==> src/design/smde_pkg.sv <==
// shared types, constants and the sine table builder for the modulated delay core
// no dependencies
package smde_pkg;

	// fixed audio settings
	localparam int SAMPLE_RATE  = 48000;
	localparam int SINE_ENTRIES = 1024;
	localparam int SAMPLE_BITS  = 24;
	localparam int SINE_BITS    = $clog2(SINE_ENTRIES);
	localparam int DELAY_DEPTH_DEF = 2048;

	// samples per millisecond, the rate is a whole number of kHz
	localparam int SR_PER_MS = SAMPLE_RATE / 1000;

	// delay base in samples with 16 fraction bits, span in whole samples
	localparam int CHORUS_BASE   = SR_PER_MS * 5 * 65536;
	localparam int FLANGER_BASE  = SR_PER_MS * 1 * 65536;
	localparam int CHORUS_SPAN   = SR_PER_MS * 25;
	localparam int FLANGER_SPAN  = SR_PER_MS * 4;

	// configuration register reset values
	localparam logic [16:0] WET_RST    = 17'd0;
	localparam logic [16:0] DEPTH_RST  = 17'd32768;
	localparam logic [20:0] STEP_RST   = 21'd894785;
	localparam logic [16:0] UNITY      = 17'h10000;

	// polynomial coefficients for sin(pi/2 * x), Q30
	localparam longint unsigned SC1 = 64'd1686629713;
	localparam longint unsigned SC3 = 64'd693598669;
	localparam longint unsigned SC5 = 64'd85569278;
	localparam longint unsigned SC7 = 64'd5027003;
	localparam longint unsigned SC9 = 64'd172271;

	typedef enum logic [2:0] {
		REG_WET_MIX      = 3'd0,
		REG_MOD_DEPTH    = 3'd1,
		REG_PHASE_STEP   = 3'd2,
		REG_PHASE_OFFSET = 3'd3,
		REG_FB_GAIN      = 3'd4,
		REG_EFFECT_MODE  = 3'd5
	} reg_idx_t;

	typedef enum logic [3:0] {
		OP_NONE,
		OP_LOAD,
		OP_WRITE,
		OP_SINE,
		OP_MDEPTH,
		OP_MSPAN,
		OP_ADDR,
		OP_RDA,
		OP_RDB,
		OP_MFRAC,
		OP_MGAIN,
		OP_MDRY,
		OP_MWET,
		OP_SUM,
		OP_FINISH
	} op_t;

	typedef enum logic [3:0] {
		ST_IDLE,
		ST_WRITE,
		ST_SINE,
		ST_MDEPTH,
		ST_MSPAN,
		ST_ADDR,
		ST_RDA,
		ST_RDB,
		ST_MFRAC,
		ST_MGAIN,
		ST_MDRY,
		ST_MWET,
		ST_SUM,
		ST_FINISH
	} state_t;

	typedef struct packed {
		op_t  op;
		logic ch;
	} cmd_t;

	// sine table entry k, Q1.15, rounded half up
	function automatic logic signed [15:0] sine_entry(input int k);
		longint unsigned four, q, r, x, x2, p, m;
		four = longint'(k) * 4;
		q = four / SINE_ENTRIES;
		r = four % SINE_ENTRIES;
		x = (r << 30) / SINE_ENTRIES;
		if (q[0])
			x = (64'd1 << 30) - x;
		x2 = (x * x) >> 30;
		p = SC9;
		p = SC7 - ((p * x2) >> 30);
		p = SC5 - ((p * x2) >> 30);
		p = SC3 - ((p * x2) >> 30);
		p = SC1 - ((p * x2) >> 30);
		m = (((p * x) >> 30) + 64'd16384) >> 15;
		if (m > 64'd32767)
			m = 64'd32767;
		return (q >= 2) ? -$signed(m[15:0]) : $signed(m[15:0]);
	endfunction

	// saturate to a 24 bit sample
	function automatic logic signed [23:0] sat24(input logic signed [43:0] v);
		if (v > 44'sd8388607)
			return 24'sh7FFFFF;
		else if (v < -44'sd8388608)
			return 24'sh800000;
		else
			return v[23:0];
	endfunction

endpackage

==> src/design/smde_ctrl.sv <==
// frame sequencer for the modulated delay core
// depends on smde_pkg
module smde_ctrl import smde_pkg::*; (
	input  logic clk,
	input  logic arst_n,
	input  logic in_valid,
	output logic in_ready,
	output logic out_valid,
	input  logic out_ready,
	output cmd_t cmd
);

	state_t state_q, state_d;
	logic   ch_q;
	logic   out_valid_q;

	// state, channel and output valid registers
	always_ff @(posedge clk or negedge arst_n) begin
		if (!arst_n) begin
			state_q     <= ST_IDLE;
			ch_q        <= 1'b0;
			out_valid_q <= 1'b0;
		end else begin
			state_q <= state_d;
			if (state_q == ST_WRITE)
				ch_q <= 1'b0;
			else if (state_q == ST_SUM)
				ch_q <= 1'b1;
			if (state_q == ST_FINISH && (!out_valid_q || out_ready))
				out_valid_q <= 1'b1;
			else if (out_ready)
				out_valid_q <= 1'b0;
		end
	end

	// next state and datapath command
	always_comb begin
		state_d  = state_q;
		in_ready = 1'b0;
		cmd.ch   = ch_q;
		cmd.op   = OP_NONE;
		unique case (state_q)
			ST_IDLE: begin
				in_ready = 1'b1;
				if (in_valid) begin
					cmd.op  = OP_LOAD;
					state_d = ST_WRITE;
				end
			end
			ST_WRITE:  begin cmd.op = OP_WRITE;  state_d = ST_SINE;   end
			ST_SINE:   begin cmd.op = OP_SINE;   state_d = ST_MDEPTH; end
			ST_MDEPTH: begin cmd.op = OP_MDEPTH; state_d = ST_MSPAN;  end
			ST_MSPAN:  begin cmd.op = OP_MSPAN;  state_d = ST_ADDR;   end
			ST_ADDR:   begin cmd.op = OP_ADDR;   state_d = ST_RDA;    end
			ST_RDA:    begin cmd.op = OP_RDA;    state_d = ST_RDB;    end
			ST_RDB:    begin cmd.op = OP_RDB;    state_d = ST_MFRAC;  end
			ST_MFRAC:  begin cmd.op = OP_MFRAC;  state_d = ST_MGAIN;  end
			ST_MGAIN:  begin cmd.op = OP_MGAIN;  state_d = ST_MDRY;   end
			ST_MDRY:   begin cmd.op = OP_MDRY;   state_d = ST_MWET;   end
			ST_MWET:   begin cmd.op = OP_MWET;   state_d = ST_SUM;    end
			ST_SUM: begin
				cmd.op  = OP_SUM;
				state_d = ch_q ? ST_FINISH : ST_SINE;
			end
			ST_FINISH: begin
				if (!out_valid_q || out_ready) begin
					cmd.op  = OP_FINISH;
					state_d = ST_IDLE;
				end
			end
			default: state_d = ST_IDLE;
		endcase
	end

	assign out_valid = out_valid_q;

endmodule

==> config.mk <==
export PLATFORM = sky130hd
export DESIGN_NAME = smde_ctrl
export DESIGN_NICKNAME = d
export VERILOG_FILES = /design/src/design/smde_pkg.sv /design/src/design/smde_ctrl.sv
export SDC_FILE = /design/constraint.sdc
export NUM_CORES = 1
export LEC_CHECK = 0
export BUFFER_PORTS_ARGS = -buffer_cell sky130_fd_sc_hd__buf_2
export CAP_MARGIN = 10
export CORE_ASPECT_RATIO = 0.9
export CORE_MARGIN = 2
export CORE_UTILIZATION = 30
export DETAILED_ROUTE_END_ITERATION = 10
export GPL_ROUTABILITY_DRIVEN = 1
export PLACE_DENSITY = 0.55
export SETUP_SLACK_MARGIN = 0.05
export SYNTH_ARGS = -nofsm -noshare
export SYNTH_HDL_FRONTEND = slang
export SYNTH_SLANG_ARGS = --single-unit
==> constraint.sdc <==
create_clock -name clk -period 3.1 [get_ports clk]
set_input_delay 0.31 -clock clk [delete_from_list [all_inputs] [get_ports clk]]
set_output_delay 0.31 -clock clk [all_outputs]
set_load 0.02 [all_outputs]
==> results of run 1 <==
[per-layer routing]
| metal | routed length [um] | track usage [%] | vias up |
|---|---|---|---|
| met5 | 0 | 0 | - |
| met4 | 0 | 6.818 | 0 |
| met1 | 398 | 14.48 | 188 |
| li1 | - | - | 207 |
| met2 | 474 | 25.00 | 12 |
| met3 | 60 | 7.207 | 0 |
[final timing paths]
path                                             start                      to  slack [ns]  depth (start not counted)
worst min-delay path                            arst_n        ch_q$_DFFE_PN0P_        0.42                          2
min in group clk                              in_valid  state_q[0]$_DFFE_PN0P_        0.42                          3
worst max-delay path            state_q[1]$_DFFE_PN0P_                  cmd[1]        1.21                          4
worst max register to register  state_q[1]$_DFFE_PN0P_  state_q[0]$_DFFE_PN0P_        1.78                          3
max in group asynchronous                       arst_n  state_q[3]$_DFFE_PN0P_        2.54                          2
worst min register to register        ch_q$_DFFE_PN0P_        ch_q$_DFFE_PN0P_        0.60                          2
[placed cells by master (no fill, tap or decap)]
cell and n:
a22oi_1 1, dfrtp_1 6, clkbuf_4 3, o311ai_1 1, o31ai_1 2, nand2b_1 3
nor4bb_1 1, buf_2 10, o22a_2 1, o21ai_1 2, or3_1 1, inv_1 3
nor2_1 3, nand2_4 1, a21oi_1 4, dlygate4sd3_1 1, or3_4 1, nand3_1 1
nand2_1 4, o21ai_0 6, a31oi_1 1, nor3b_1 1, o22ai_1 1, a311oi_1 1
nor2_2 1, mux2i_1 1
[cells by family after synthesis]
group / count (synthesis) / synth area share (%)
AO/OA/AOI/OAI: 20 / 28.08
AND/OR/NAND/NOR: 17 / 23.50
buffers and inverters: 8 / 11.75
flip-flops: 6 / 34.38
multiplexers: 1 / 2.292
[critical path: stages, from the launching register on]
cell,delay [ns]
dfrtp_1,0.52
or3_4,0.46
nor2_2,0.11
a311oi_1,0.06
buf_2,0.19
[flip-flops by register name, indices dropped and copies added (netlist names)]
signal,count
ch_q,1
state_q,4
out_valid,1
[power by group through the flow]
stage / clock network (mW) / logic, mW / registers [mW]
2_1_floorplan: 0 / 0.301 / 0.140
3_3_place_gp: 0 / 0.290 / 0.201
3_5_place_dp: 0 / 0.292 / 0.203
4_1_cts: 0.0723 / 0.295 / 0.203
5_1_grt: 0.0826 / 0.331 / 0.217
6_report: 0.0700 / 0.290 / 0.201
[stage by stage]
stage / worst slack, ns / hold WS, ns
2_1_floorplan: 1.592 / 0.01441
3_3_place_gp: 1.505 / 0.1355
3_5_place_dp: 1.477 / 0.1388
4_1_cts: 1.201 / 0.4151
5_1_grt: 1.063 / 0.4273
6_report: 1.207 / 0.4212
[final cells by class]
class,count,area share [%]
clock buffers,3,4.523
multi-input cells,38,47.24
inverters,3,2.261
well taps,15,3.769
repair buffers,11,12.06
flip-flops and latches,6,30.15
[repair_timing]
action | in CTS | in global routing
endpoints found under the hold margin | 6 | 0
hold buffers | 1 | 0
resized for setup | 0 | 0
setup endpoints to repair | 0 | 0
==> results.toml, run 1 <==
[run_status]
status = "finished, final reports clean"

[sta]
fin_setup_tns_ns = 0
fin_skew_ns = 0.003043
min_period_ns = 1.893
rsz0062_at_grt = "false"
worst_pin_slew_ns = 0.4183
clock.fmax_mhz = 528.4
finalSetupViolCount = 0
post-route-period-util_pct = 61.05
hold_viol = 0
slew_headroom_pct = 72.12
drv_slew = 0

[power]
power.total_mw = 0.5611
cell_internal_pwr_mw = 0.2770
p_clk_share_pct = 12.5
swShare_pct = 50.63
pwr-share-comb_pct = 51.7
p_per_area_nw_per_um2 = 1127
leakagePower_nw = 0.2273
p_switching_mw = 0.2841
max-vdd-ir-drop_mv = 0.5039
p_seq_share_pct = 35.8

[cells_and_area]
nets = 67
instances_no_fill = 76
syn2layout_area_growth_pct = 14.04
nFillCells = 166
seqCellArea_um2 = 150.1
drive_gt1_share_pct = 27.87
utilization_pct = 35.60
multi_input_comb_area_um2 = 235.2
n_antenna_cell = 0
design_area_um2 = 498.0

[drt]
drc_errors = 0
wire_per_inst_um = 12.28
drt_iter0_markers = 8
wl_um = 933
drt_pass1_iterations = 3
final_antenna_net_count = 0
via_per_inst = 5.355
vias = 407

[die]
fp-row-count = 13
core_area_um2 = 1399
ios = 11
die-area_um2 = 1777
die_h_um = 40.20
initial_core_util_pct = 31.22
die_w_um = 44.22

[grt]
grt_pass1_wl_um = 1725
grt_util_all_layers_pct = 14.29
grt_max_degree = 16
grt_pass1_vias = 401
grt_antenna_before_repair = 0
overflow = 0

[place]
dpl_cell_area_um2 = 465.4
place_inst = 72
hpwl_um = 668.8
portBuffers = 10
place_congestion = 0.6680

[job]
maxCapViolations = 0

[synth]
synth_fp_nets = 56
ys_warn_count = 0
synth_area_leaders = "dfrtp_1 (34%), o21ai_0 (6.9%), buf_6 (5.2%)"
netlist_area_um2 = 436.7
synthArstFlopShare_pct = 100.0
ys_seq_area_share_pct = 34.38
yosysTopAreaCell = "dfrtp_1"
yosysTopAreaCellShare_pct = 34.38
synth_seq_cells = 6
syn_inst = 52
yosysUniqueCellTypes = 26
synth.avg_cell_area_um2 = 8.397
ys.flop_type = "dfrtp_1"
synth-edff-count = 0
ys_top_cells_by_count = "dfrtp_1 (6), o21ai_0 (6), a21oi_1 (4), nand2_1 (4)"

[setup_path]
cp_max_fo = 15
worstSetupStartpointType = "register"
end_kind = "primary output"
critical_path_class = "reg -> out"
cp_data_required_time_ns = 2.79
crit_arrival_ns = 1.58

[cts]
cts.clk_slew.worst_paths_ns = 0.04
cts_root_buffer = "clkbuf_4"
worstSkewPairLatency_ns = 0.24
post_cts_buffers = 0
cts_buffers = 3
clock_path_buffers = 2
htree_levels = 1
cts_tree = "done"
clock_sinks = 6

[hold_path]
min_path_type = "in -> async"
Power figures use the tool's default switching activity.
==> run 2: changes to the inputs <==
==> constraint.sdc (replaced) <==
create_clock -name clk -period 1.9 [get_ports clk]
set_input_delay 0.19 -clock clk [delete_from_list [all_inputs] [get_ports clk]]
set_output_delay 0.19 -clock clk [all_outputs]
set_load 0.02 [all_outputs]
==> run 2 against run 1 <==
Compared with the run above:
- design area up 3.3%
- first-iteration DRC count unchanged
- sequential power increased by 41%
- power increased by 70%
- via count fell by 0.74%
- sequential share of layout area decreased by 0.71 points
- register-to-register slack lost 1.1 ns
- global-route usage down 0.19 points
- combinational power is 90% higher
- utilization up 1.2 points
- setup slack worse by 1.0 ns
- non-clock buffer count rose by 2
- critical path type unchanged
==> results.toml, run 2 (synthesized netlist as in run 1, its figures left out) <==
[setup_path]
critical_path_class = "reg -> out"
cp_data_required_time_ns = 1.71
cp.buffers_inverters = 1
crit_arrival_ns = 1.50
end_kind = "primary output"
worst_path_largest_cell_delay_ns = 0.49
worstSetupStartpointType = "register"
crit_chain = "or3_4 > nor2_2 > a311oi_1 > buf_2"
crit_family = "simple AND/OR/NAND/NOR gates"
crit_path_top_delay_cell = "dfrtp_2"
cp_max_fo = 15

[drt]
drt_iter0_markers = 8
via_per_inst = 5.179
final_antenna_net_count = 0
vias = 404
drc_errors = 0
drt_pass1_iterations = 4
wire_per_inst_um = 12.54
wl_um = 978

[cells_and_area]
layout_common_cells = "buf_2 (10), o21ai_0 (6), dfrtp_1 (5)"
largest_reg_flops = 4
nets = 69
drive_gt1_share_pct = 31.75
syn2layout_area_growth_pct = 17.76
regMostFlops = "state_q"
n_antenna_cell = 0
layout_commonest_cell = "buf_2"

[run_status]
status = "finished, final reports clean"

[power]
pwr-share-comb_pct = 57.8
cell_internal_pwr_mw = 0.4775
p_clk_share_pct = 12.5
max-vdd-ir-drop_mv = 0.9805
p_switching_mw = 0.4760
p_per_area_nw_per_um2 = 1854
p_seq_share_pct = 29.6
swShare_pct = 49.92
leakagePower_nw = 0.2363

[cts]
clock_sinks = 6
post_cts_buffers = 0
cts_buffers = 3
cts_root_buffer = "clkbuf_4"
worstSkewPairLatency_ns = 0.25
htree_levels = 1
cts.clk_slew.worst_paths_ns = 0.05
clock_path_buffers = 2
cts_tree = "done"

[place]
hpwl_um = 707
portBuffers = 10
pre_cts_ws_ns = 0.3973
place_congestion = 0.6956

[sta]
min_period_ns = 1.694
clock.fmax_mhz = 590.4
finalSetupViolCount = 0
rsz0062_at_grt = "false"
worst_pin_slew_ns = 0.3544
slew_headroom_pct = 76.38
drv_slew = 0
post-route-period-util_pct = 89.15
setup_ws_ns = 0.2062
fin_setup_tns_ns = 0
hold_viol = 0
hold_ws_ns = 0.2887
fin_skew_ns = 0.0008699

[grt]
grt_max_degree = 16
grt_util_all_layers_pct = 14.09
grt_antenna_before_repair = 0
grt_pass1_wl_um = 1649
grt_pass1_vias = 351
overflow = 0

[die]
fp-row-count = 13
die-area_um2 = 1777
ios = 11
core_area_um2 = 1399
die_h_um = 40.20
die_w_um = 44.22
initial_core_util_pct = 31.22

[job]
maxCapViolations = 0

[hold_path]
min_path_type = "in -> reg"
==> run 2: metal layers <==
metal	global-route usage [%]	share of wire, %	vias up
li1	-	-	211
met1	16.35	47	182
met2	21.69	46	11
met3	7.207	6.5	0
met4	6.818	0	0
met5	0	0	-
==> run 2: cell type report <==
class	count	area (um2)
multi-input cells	38	235.2
fillers	159	884.6
clock buffers	3	22.52
inverters	3	11.26
flip-flops and latches	6	151.4
well taps	15	18.77
repair buffers	13	75.07
==> run 2: worst reg2reg max path: stages (launching register included) <==
cell	delay [ns]
dfrtp_2	0.49
or3_4	0.43
nor2_2	0.11
o31ai_1	0.09
==> run 2: power by group through the flow <==
stage	registers, mW	clock network [mW]	logic (mW)
after floorplan	0.229	0	0.491
after global placement	0.280	0	0.553
after detailed placement	0.284	0	0.554
after CTS	0.283	0.122	0.556
after global routing	0.298	0.142	0.611
final	0.283	0.120	0.551
==> run 2: what timing repair did <==
item,4_1_cts,5_1_grt
endpoints found under the hold margin,6,0
endpoints found under the setup margin,0,1
gates resized for setup,0,1
hold buffers,1,0
==> run 2: path summary, 6_finish.rpt <==
kind	end	slack [ns]	cells past startpoint	from
setup / recovery	cmd[1]	0.21	4	state_q[1]$_DFFE_PN0P_
hold / removal	state_q[2]$_DFFE_PN0P_	0.29	4	out_ready
setup reg to reg	state_q[0]$_DFFE_PN0P_	0.67	3	state_q[1]$_DFFE_PN0P_
hold reg to reg	state_q[3]$_DFFE_PN0P_	0.58	2	state_q[0]$_DFFE_PN0P_
max in group asynchronous	state_q[1]$_DFFE_PN0P_	1.45	2	arst_n
min in group asynchronous	out_valid$_DFFE_PN0P_	0.30	2	arst_n
==> run 2: metrics by stage <==
step / instance area (um2) / power, mW / utilization, % / cells
finish: 514.2 / 0.9535 / 36.76 / 78
global route: 514.2 / 1.050 / 36.76 / 78
floorplan: 436.7 / 0.7190 / - / 52
CTS: 513.0 / 0.9611 / 36.67 / 78
detailed placement: 480.5 / 0.8372 / 34.35 / 74
global placement: 480.5 / 0.8327 / 34.35 / 74
==> run 3: changes to the inputs <==
--- a/config.mk
+++ b/config.mk
@@ -10,9 +10,11 @@
 export CORE_ASPECT_RATIO = 0.9
 export CORE_MARGIN = 2
 export CORE_UTILIZATION = 30
+export CTS_CLUSTER_SIZE = 30
 export DETAILED_ROUTE_END_ITERATION = 10
 export GPL_ROUTABILITY_DRIVEN = 1
 export PLACE_DENSITY = 0.55
+export RECOVER_POWER = 25
 export SETUP_SLACK_MARGIN = 0.05
 export SYNTH_ARGS = -nofsm -noshare
 export SYNTH_HDL_FRONTEND = slang
==> run 3 against run 2 <==
Compared with the run above:
- setup slack is essentially flat
- critical path type unchanged
- maximum frequency about the same
- largest power group unchanged
- sequential cell count did not move
- highest routed layer unchanged
==> results.toml, run 3 (synthesized netlist as in run 1, its figures left out) <==
[sta]
post-route-period-util_pct = 89.15
min_period_ns = 1.694
setup_ws_ns = 0.2062
fin_setup_tns_ns = 0
fin_skew_ns = 0.003167
slew_headroom_pct = 76.37
finalSetupViolCount = 0
clock.fmax_mhz = 590.4
hold_viol = 0
worst_pin_slew_ns = 0.3544
rsz0062_at_grt = "false"
drv_slew = 0

[setup_path]
crit_start = "state_q[1]$_DFFE_PN0P_"
worstSetupStartpointType = "register"
crit_arrival_ns = 1.50
reg2reg_slack_ns = 0.67
end_kind = "primary output"
reg2reg_from = "state_q[1]$_DFFE_PN0P_"
critical_path_class = "reg -> out"
cp_data_required_time_ns = 1.71
cp_max_fo = 15
timing.rr.end = "state_q[0]$_DFFE_PN0P_"
r2r_cells = 3

[cells_and_area]
largest_reg_flops = 4
n_antenna_cell = 0
layout_commonest_cell = "buf_2"
regMostFlops = "state_q"
layout_common_cells = "buf_2 (9), o21ai_0 (6), dfrtp_1 (5)"
design_area_um2 = 513.0
nets = 69
syn2layout_area_growth_pct = 17.48
nFillCells = 159
utilization_pct = 36.67
drive_gt1_share_pct = 30.16
instances_no_fill = 78

[hold_path]
hold_end = "state_q[2]$_DFFE_PN0P_"
hold_depth = 4
min_path_type = "in -> reg"
min_from = "out_ready"

[cts]
post_cts_buffers = 0
cts.clk_slew.worst_paths_ns = 0.05
worstSkewPairLatency_ns = 0.25
cts_tree = "done"
clock_path_buffers = 2
clock_sinks = 6
cts_root_buffer = "clkbuf_4"
cts_buffers = 3
htree_levels = 1

[die]
fp-row-count = 13
die_h_um = 40.20
die_w_um = 44.22
ios = 11
core_area_um2 = 1399
die-area_um2 = 1777
initial_core_util_pct = 31.22

[drt]
drc_errors = 0
final_antenna_net_count = 0
drt_pass1_iterations = 4
vias = 405
drt_iter0_markers = 9
wire_per_inst_um = 12.68
wl_um = 989
via_per_inst = 5.192

[place]
place_inst = 74
place_congestion = 0.6956
portBuffers = 10
pre_cts_ws_ns = 0.3973
hpwl_um = 707
dpl_cell_area_um2 = 480.5

[grt]
grt_pass1_wl_um = 1649
grt_util_all_layers_pct = 14.09
grt_antenna_before_repair = 0
overflow = 0
grt_pass1_vias = 351
grt_max_degree = 16

[run_status]
status = "finished, final reports clean"

[power]
leakagePower_nw = 0.2336
p_per_area_nw_per_um2 = 1862
max-vdd-ir-drop_mv = 0.9811

[job]
maxCapViolations = 0
-- run 3: metrics by stage --
stage               hold slack (ns)  total power [mW]
floorplan                   -0.1056            0.7190
global placement            0.01725            0.8327
detailed placement          0.01873            0.8372
CTS                          0.2897            0.9611
global route                 0.2935             1.050
finish                       0.2858            0.9551
-- run 3: how the worst max path moves through the flow --
stage,slack (ns),cells after the start,to
after global placement,0.42,4,cmd[1]
final,0.21,4,cmd[1]
after global routing,0.10,4,cmd[1]
after floorplan,0.51,4,cmd[1]
after detailed placement,0.40,4,cmd[1]
after CTS,0.12,4,cmd[1]
-- run 3: area by class of cell --
class	count	area (um2)	share of cell area, %
Clock buffer	3	22.52	4.390
Inverter	3	11.26	2.195
Multi-Input combinational cell	38	235.2	45.85
Sequential cell	6	151.4	29.51
Tap cell	15	18.77	3.659
Timing Repair Buffer	13	73.82	14.39
-- run 3: critical path, cell delays in order (launching register included) --
cell      delay (ns)
dfrtp_2         0.49
or3_4           0.43
nor2_2          0.11
a311oi_1        0.06
buf_2           0.17
-- run 3: repair_timing --
action | 4_1_cts | 5_1_grt
hold endpoints to repair | 6 | 0
hold buffers | 1 | 0
gates resized for setup | 0 | 1
endpoints found under the setup margin | 0 | 1
-- run 3: layer usage --
layer	wire length, um	part of all wire (%)	GRT usage, %
met5	0	0	0
met2	449	45	21.69
met4	0	0	6.818
met1	475	48	16.35
met3	64	6.5	7.207
-- run 3: where the power goes --
group          leakage [nW]  internal, mW  switching [mW]  total (mW)
sequential           0.0732         0.185          0.0979       0.283
combinational         0.147         0.221           0.330       0.551
clock                0.0138        0.0717          0.0496       0.121
